### config.mk
export PLATFORM = sky130hd
export DESIGN_NAME = byte_granular_lifo_stack_core
export DESIGN_NICKNAME = d
export VERILOG_FILES = /design/src/design/bgls_pkg.sv /design/src/design/bgls_bank.sv /design/src/design/byte_granular_lifo_stack_core.sv
export SDC_FILE = /design/constraint.sdc
export NUM_CORES = 1
export LEC_CHECK = 0
export BUFFER_PORTS_ARGS = -buffer_cell sky130_fd_sc_hd__buf_2
export CORE_MARGIN = 2
export CORE_UTILIZATION = 58
export CTS_CLUSTER_DIAMETER = 30
export DETAILED_ROUTE_END_ITERATION = 12
export PLACE_DENSITY_LB_ADDON = 0.25
export SYNTH_ARGS = -nofsm -noshare
export SYNTH_HDL_FRONTEND = slang
export SYNTH_SLANG_ARGS = --single-unit
### constraint.sdc
create_clock -name clk -period 15.46 [get_ports clk]
set_clock_uncertainty 0.15 [all_clocks]
set_input_delay 3.865 -clock clk [delete_from_list [all_inputs] [get_ports clk]]
set_output_delay 3.865 -clock clk [all_outputs]
set_load 0.02 [all_outputs]
### src/design/bgls_pkg.sv
// shared constants and widths for the byte-granular lifo stack
`default_nettype none

package bgls_pkg;

  localparam int STORE_BYTES_DEF = 64;
  // largest push or pop accepted, at most LANES
  localparam int MAX_ITEM_BYTES  = 8;
  // byte lanes of the store, one bank each
  localparam int LANES           = 8;
  localparam int LANE_W          = 3;
  localparam int CNT_W           = 4;
  localparam int FILL_W          = 7;
  localparam int DATA_W          = 64;
  localparam int CAP_RESET       = 64;

  localparam logic OP_PUSH = 1'b0;
  localparam logic OP_POP  = 1'b1;

endpackage

`default_nettype wire

### src/design/bgls_bank.sv
// one byte lane of the stack store: one write port, one registered read port
`default_nettype none

module bgls_bank #(
  parameter int ROWS  = 8,
  parameter int ROW_W = 3
) (
  input  wire logic             clk,
  input  wire logic             wr_en,
  input  wire logic [ROW_W-1:0] wr_row,
  input  wire logic [7:0]       wr_data,
  input  wire logic [ROW_W-1:0] rd_row,
  output logic      [7:0]       rd_data
);

  logic [7:0] mem [ROWS];
  logic [7:0] rd_data_r;

  always_ff @(posedge clk) begin
    if (wr_en) begin
      mem[wr_row] <= wr_data;
    end
    rd_data_r <= mem[rd_row];
  end

  assign rd_data = rd_data_r;

endmodule

`default_nettype wire

### src/design/byte_granular_lifo_stack_core.sv
// byte-granular lifo stack: variable size push and pop over eight byte banks
// a result strobes in the cycle after start, for exactly one cycle
// throughput: one transaction per cycle, busy stays low; set by the single
//   write and registered read port of each byte bank
// reset: fill level cleared, capacity back to 64 bytes (or the store size);
//   store contents are undefined until pushed, the receiver cannot stall
`default_nettype none

module byte_granular_lifo_stack_core #(
  parameter int STORE_BYTES = bgls_pkg::STORE_BYTES_DEF
) (
  input  wire logic                          clk,
  input  wire logic                          rst_n,
  input  wire logic                          start,
  output logic                               busy,
  input  wire logic                          in_mode,
  input  wire logic [bgls_pkg::CNT_W-1:0]    in_byte_count,
  input  wire logic [bgls_pkg::DATA_W-1:0]   in_push_data,
  output logic                               out_strobe,
  output logic                               out_ok,
  output logic      [bgls_pkg::DATA_W-1:0]   out_pop_data,
  output logic      [bgls_pkg::FILL_W-1:0]   out_fill_bytes,
  output logic                               out_is_empty,
  output logic                               out_is_full,
  input  wire logic                          cfg_valid,
  output logic                               cfg_ready,
  input  wire logic [bgls_pkg::FILL_W-1:0]   cfg_data
);

  import bgls_pkg::*;

  localparam int ROWS    = (STORE_BYTES + LANES - 1) / LANES;
  localparam int ROW_W   = (ROWS > 1) ? $clog2(ROWS) : 1;
  localparam int CAP_LIM = (STORE_BYTES > (2 ** FILL_W - 1)) ? (2 ** FILL_W - 1) : STORE_BYTES;
  localparam int CAP_RST = (CAP_RESET > STORE_BYTES) ? STORE_BYTES : CAP_RESET;
  localparam logic [FILL_W-1:0] CAP_LIM_W = FILL_W'(CAP_LIM);
  localparam logic [FILL_W-1:0] CAP_RST_W = FILL_W'(CAP_RST);

  logic              go;
  logic              cfg_go;
  logic [FILL_W-1:0] fill_r, fill_nxt;
  logic [FILL_W-1:0] cap_r, cap_nxt;
  logic              op_ok;
  logic [FILL_W:0]   push_sum;
  logic [FILL_W-1:0] base;
  logic [FILL_W-1:0] cnt_ext;

  logic              out_strobe_r;
  logic              out_ok_r;
  logic [FILL_W-1:0] out_fill_r;
  logic              out_empty_r;
  logic              out_full_r;
  logic              pop_sel_r;
  logic [LANE_W-1:0] pop_base_r;
  logic [CNT_W-1:0]  pop_cnt_r;

  logic [ROW_W-1:0]  wr_row  [LANES];
  logic [ROW_W-1:0]  rd_row  [LANES];
  logic [7:0]        wr_byte [LANES];
  logic              wr_en   [LANES];
  logic [7:0]        rd_byte [LANES];

  assign busy      = 1'b0;
  assign cfg_ready = 1'b1;
  assign go        = start && !busy;
  assign cfg_go    = cfg_valid && cfg_ready;

  assign cnt_ext  = FILL_W'(in_byte_count);
  assign push_sum = {1'b0, fill_r} + {1'b0, cnt_ext};

  always_comb begin
    if (in_byte_count > CNT_W'(MAX_ITEM_BYTES)) begin
      op_ok = 1'b0;
    end else if (in_mode == OP_PUSH) begin
      op_ok = !(push_sum > {1'b0, cap_r});
    end else begin
      op_ok = !(cnt_ext > fill_r);
    end
  end

  // lowest position touched: the old top for a push, the new top for a pop
  assign base = (in_mode == OP_PUSH) ? fill_r : (fill_r - cnt_ext);

  always_comb begin
    fill_nxt = fill_r;
    cap_nxt  = cap_r;
    if (cfg_go) begin
      cap_nxt  = (cfg_data > CAP_LIM_W) ? CAP_LIM_W : cfg_data;
      fill_nxt = '0;
    end else if (go && op_ok) begin
      fill_nxt = (in_mode == OP_PUSH) ? push_sum[FILL_W-1:0] : base;
    end
  end

  // each lane holds at most one byte of a transaction; the byte nearest the
  // top of the stack is the low byte of the value
  always_comb begin
    logic [LANE_W-1:0] d;
    logic [LANE_W-1:0] idx;
    logic [FILL_W-1:0] pos;
    for (int b = 0; b < LANES; b++) begin
      d          = LANE_W'(b) - base[LANE_W-1:0];
      pos        = base + FILL_W'(d);
      idx        = LANE_W'(in_byte_count - CNT_W'(1) - CNT_W'(d));
      wr_row[b]  = ROW_W'(pos >> LANE_W);
      rd_row[b]  = ROW_W'(pos >> LANE_W);
      wr_byte[b] = in_push_data[idx*8 +: 8];
      wr_en[b]   = go && op_ok && (in_mode == OP_PUSH) && (CNT_W'(d) < in_byte_count);
    end
  end

  for (genvar g = 0; g < LANES; g++) begin : g_bank
    bgls_bank #(
      .ROWS  (ROWS),
      .ROW_W (ROW_W)
    ) u_bank (
      .clk     (clk),
      .wr_en   (wr_en[g]),
      .wr_row  (wr_row[g]),
      .wr_data (wr_byte[g]),
      .rd_row  (rd_row[g]),
      .rd_data (rd_byte[g])
    );
  end

  always_ff @(posedge clk) begin
    if (!rst_n) begin
      fill_r       <= '0;
      cap_r        <= CAP_RST_W;
      out_strobe_r <= 1'b0;
      pop_sel_r    <= 1'b0;
    end else begin
      fill_r       <= fill_nxt;
      cap_r        <= cap_nxt;
      out_strobe_r <= go;
      pop_sel_r    <= go && op_ok && (in_mode == OP_POP);
    end
    out_ok_r    <= op_ok;
    out_fill_r  <= fill_nxt;
    out_empty_r <= (fill_nxt == '0);
    out_full_r  <= (fill_nxt == cap_r);
    pop_base_r  <= base[LANE_W-1:0];
    pop_cnt_r   <= in_byte_count;
  end

  // put the banked bytes back in little-endian order
  always_comb begin
    logic [LANE_W-1:0] lane;
    out_pop_data = '0;
    for (int i = 0; i < LANES; i++) begin
      lane = LANE_W'(pop_cnt_r - CNT_W'(1) - CNT_W'(i)) + pop_base_r;
      if (pop_sel_r && (CNT_W'(i) < pop_cnt_r)) begin
        out_pop_data[i*8 +: 8] = rd_byte[lane];
      end
    end
  end

  assign out_strobe     = out_strobe_r;
  assign out_ok         = out_ok_r;
  assign out_fill_bytes = out_fill_r;
  assign out_is_empty   = out_empty_r;
  assign out_is_full    = out_full_r;

endmodule

`default_nettype wire

==> results.py <==
metrics = {
    "outcome": {
        "status": "finished with violations",
        "violations": "antenna rules",
    },
    "worst_setup_path": {
        "cp-end-kind": "flop",
        "ff2ff_setup_slack_ns": 9.48,
        "cp-start-kind": "input pin",
        "cp_max_fo": 10,
        "crit_top_cell": "ha_1",
        "critPathSlowestCell": "nor3_1",
        "r2r_end": "g_bank[6].u_bank.mem[0][2]$_DFFE_PP_",
        "cpPeakStageDelay_ns": 0.90,
        "path_buf_inv": 2,
        "cp_data_required_time_ns": 15.59,
        "crit_path_end": "g_bank[6].u_bank.mem[0][2]$_DFFE_PP_",
        "path_class": "input pin to flop",
        "crit_cells": 15,
        "cp_top_family": "simple AND/OR/NAND/NOR gates",
        "crit_start": "in_byte_count[2]",
        "r2r_start": "fill_r[2]$_SDFF_PN0_",
        "path_cells": "buf_2, inv_1, ha_1, nor3b_1, o31a_1, o21ai_0, xnor2_1, ha_1, a21o_1, a221oi_1, a221o_1, and4_1, nand2_1, or3_1, nor3_1",
        "worstPathArrival_ns": 9.34,
        "reg2reg_depth": 13,
    },
    "cts": {
        "hold_buffers": 0,
        "postCtsSetupBuffers": 0,
        "insertion_delay_ns": 0.67,
        "cts_buffer_depth": 3,
        "cts_tree": "yes",
        "htreeDepth": 3,
        "clk_pin_slew_ns": 0.06,
        "cts_resized": 0,
        "cts.sinks": 609,
        "numCtsBuffers": 101,
        "root_buffer": "clkbuf_16",
    },
    "place": {
        "dpl.hpwl_um": 59500,
        "io_buffers": 154,
        "gp_congestion": 0.944,
    },
    "floorplanning": {
        "die_area_um2": 52700,
        "die_x_um": 230,
        "ios": 157,
        "die_h_um": 230,
        "core_area_um2": 50200,
        "start_util_pct": 58.9,
        "rows": 82,
    },
    "grt": {
        "grt_use_total_pct": 31.5,
        "grt_pass1_wl_um": 122000,
        "grt_max_degree": 65,
        "grt_pass1_vias": 19100,
        "antenna_found_initial": 8,
        "overflow": 0,
    },
    "timing": {
        "timing.final.crit_period_ns": 9.22,
        "finalSetupViolCount": 0,
        "drv_slew": 0,
        "maxSlewHeadroom_pct": 10.5,
        "max_freq_mhz": 109,
        "tightest_slew_ns": 1.34,
        "fin_crit_sh_pct": 59.6,
        "hold_viol": 0,
        "rsz0062_at_grt": "no",
        "setup_tns_ns": 0,
    },
    "routing": {
        "wl_per_cell_um": 28.0,
        "first_pass_iters": 6,
        "wl_um": 82700,
        "drt_iter0_drc": 2890,
        "routed_via_density": 6.71,
        "drc": 0,
        "num_vias": 19800,
        "final_antenna_net_count": 1,
    },
    "layout": {
        "drive_gt1_share_pct": 26.8,
        "final_util_pct": 68.5,
        "fin_nets": 2330,
        "nFillCells": 3291,
        "syn_to_final_growth_pct": 16.4,
    },
    "power": {
        "power_density_nw_per_um2": 168,
        "power_frac_comb_pct": 25.2,
        "clock_power_share_pct": 38.0,
        "swShare_pct": 31.8,
        "power.internal_uw": 3940,
        "ir_worst_vdd_mv": 0.115,
        "p_seq_share_pct": 36.8,
        "p_leak_uw": 0.0125,
        "p_switching_uw": 1840,
    },
    "yosys": {
        "synth_edf_count": 512,
        "synth_cell_types": 89,
        "ys_ff_latch": 609,
        "synthFlopType": "edfxtp_1",
        "ys.warnings.count": 0,
        "async_reset_ff_share_pct": 0,
        "ys_top_cells_by_area": "edfxtp_1 (52%), mux4_2 (12%), dfxtp_1 (6.6%)",
        "synth_area_leader_cell": "edfxtp_1",
        "syn_area_um2": 29500,
        "avgSynthCellArea_um2": 14.7,
        "synth_cells": 2007,
        "yosys.area.top_type_share_pct": 52.1,
        "synth-seq-area-share_pct": 58.6,
        "synthesis.nets": 2149,
    },
    "worst_hold_path": {
        "hold_path_class": "flop to flop",
    },
    "run": {
        "cap_violations": 0,
    },
}
==> routing by layer <==
layer	share of wire, %	routed length, um	GRT usage, %	up-vias
met5	0.016	13	0	-
met4	3.7	3100	12.9	2
met3	12	9630	6.06	182
met1	38	31600	44.1	9868
met2	46	38300	49.0	1430
li1	-	-	-	8336
==> power by group through the flow <==
stage               Combinational [uW]  Clock (uW)  Sequential, uW
CTS                               1420        2210            2120
floorplan                          921           0            2120
global route                      1520        2290            2130
global placement                  1400           0            2150
detailed placement                1420           0            2150
finish                            1460        2200            2130
==> tightest hold or removal path, cell delays in order, from the launching register on <==
cell      delay (ns)
edfxtp_1        0.32
a22oi_1         0.08
o211ai_1        0.09
==> cells by family after synthesis <==
group	share of synthesized area, %
multiplexers	19.0
flip-flops	58.6
other	0.0254
AO/OA/AOI/OAI	7.92
buffers and inverters	2.16
adder cells (fa/ha/maj)	2.83
AND/OR/NAND/NOR	7.22
XOR/XNOR	2.18
==> state kept, by name (all words and copies together) (netlist names) <==
register,count
g_bank.u_bank.mem,512
g_bank.u_bank.rd_data,64
cap_r,7
fill_r,7
out_fill_bytes,7
pop_cnt_r,4
pop_base_r,3
out_is_empty,1
out_is_full,1
out_ok,1
out_strobe,1
pop_sel_r,1
==> stage by stage <==
step / worst slack [ns] / hold slack, ns / cell area, um^2 / power [uW] / cells
2_1_floorplan: 7.23 / 0.294 / 29500 / 3040 / 2007
3_3_place_gp: 6.04 / 0.358 / 30900 / 3550 / 2757
3_5_place_dp: 5.85 / 0.356 / 30900 / 3570 / 2757
4_1_cts: 6.41 / 0.377 / 34400 / 5760 / 2947
5_1_grt: 5.97 / 0.393 / 34400 / 5940 / 2947
6_report: 6.24 / 0.389 / 34400 / 5780 / 2953
==> synth_stat cells, types with 22 or more instances <==
master,count
buf_2,24
edfxtp_1,512
mux2i_1,147
and2_1,28
nand3_1,27
nand2_1,180
nor2_1,141
ha_1,54
o22ai_1,22
nor3_1,22
mux4_2,157
clkbuf_1,54
a22oi_1,65
o21ai_0,23
xnor2_1,31
a21oi_1,28
mux2_2,48
inv_1,45
dfxtp_1,97
==> cell usage in the layout, fill, tap and decap left out, types with 8 or more instances in the layout <==
cell type | netlist | final
clkinv_1 | 0 | 11
mux2i_1 | 147 | 147
a221o_1 | 10 | 10
o22a_1 | 13 | 13
buf_2 | 24 | 154
a21oi_1 | 28 | 28
a22oi_1 | 65 | 65
bufinv_16 | 0 | 9
inv_6 | 0 | 9
inv_1 | 45 | 45
ha_1 | 54 | 52
clkinv_2 | 0 | 16
o21ai_0 | 23 | 23
o211ai_1 | 12 | 12
and3_1 | 13 | 13
nand3_1 | 27 | 27
a21o_1 | 10 | 10
nand2_1 | 180 | 180
clkbuf_16 | 0 | 101
xor2_1 | 17 | 15
edfxtp_1 | 512 | 512
mux4_2 | 157 | 157
o221ai_1 | 12 | 12
buf_4 | 5 | 24
nor3_1 | 22 | 22
nand4_1 | 10 | 10
xnor2_1 | 31 | 28
clkbuf_1 | 54 | 8
xnor2_2 | 7 | 9
a31oi_1 | 15 | 15
nor2_1 | 141 | 141
nor2b_1 | 9 | 9
mux2_2 | 48 | 48
dfxtp_1 | 97 | 97
o22ai_1 | 22 | 22
a221oi_1 | 10 | 10
and2_1 | 28 | 28
clkinvlp_4 | 0 | 16
==> area by class of cell <==
type / instances / area (um^2) / area share, %
diodes: 6 / 15.0 / 0.0437
clock buffers: 111 / 2580 / 7.52
clock inverters: 79 / 832 / 2.42
inverters: 49 / 184 / 0.535
multi-input cells: 1249 / 11700 / 33.9
flip-flops and latches: 609 / 17300 / 50.4
well taps: 672 / 841 / 2.45
repair buffers: 178 / 951 / 2.77
==> worst min-delay path by stage <==
| stage | start | end | slack [ns] | cells past startpoint |
|---|---|---|---|---|
| after floorplan | g_bank[4].u_bank.mem[7][0]$_DFFE_PP_ | g_bank[4].u_bank.rd_data[0]$_DFF_P_ | 0.29 | 2 |
| after global placement | g_bank[7].u_bank.mem[3][4]$_DFFE_PP_ | g_bank[7].u_bank.rd_data[4]$_DFF_P_ | 0.36 | 2 |
| after detailed placement | g_bank[7].u_bank.mem[4][4]$_DFFE_PP_ | g_bank[7].u_bank.rd_data[4]$_DFF_P_ | 0.36 | 2 |
| after CTS | g_bank[7].u_bank.mem[4][4]$_DFFE_PP_ | g_bank[7].u_bank.rd_data[4]$_DFF_P_ | 0.38 | 2 |
| after global routing | g_bank[7].u_bank.mem[3][4]$_DFFE_PP_ | g_bank[7].u_bank.rd_data[4]$_DFF_P_ | 0.39 | 2 |
| final | g_bank[7].u_bank.mem[3][4]$_DFFE_PP_ | g_bank[7].u_bank.rd_data[4]$_DFF_P_ | 0.39 | 2 |
Power figures use the tool's default switching activity.
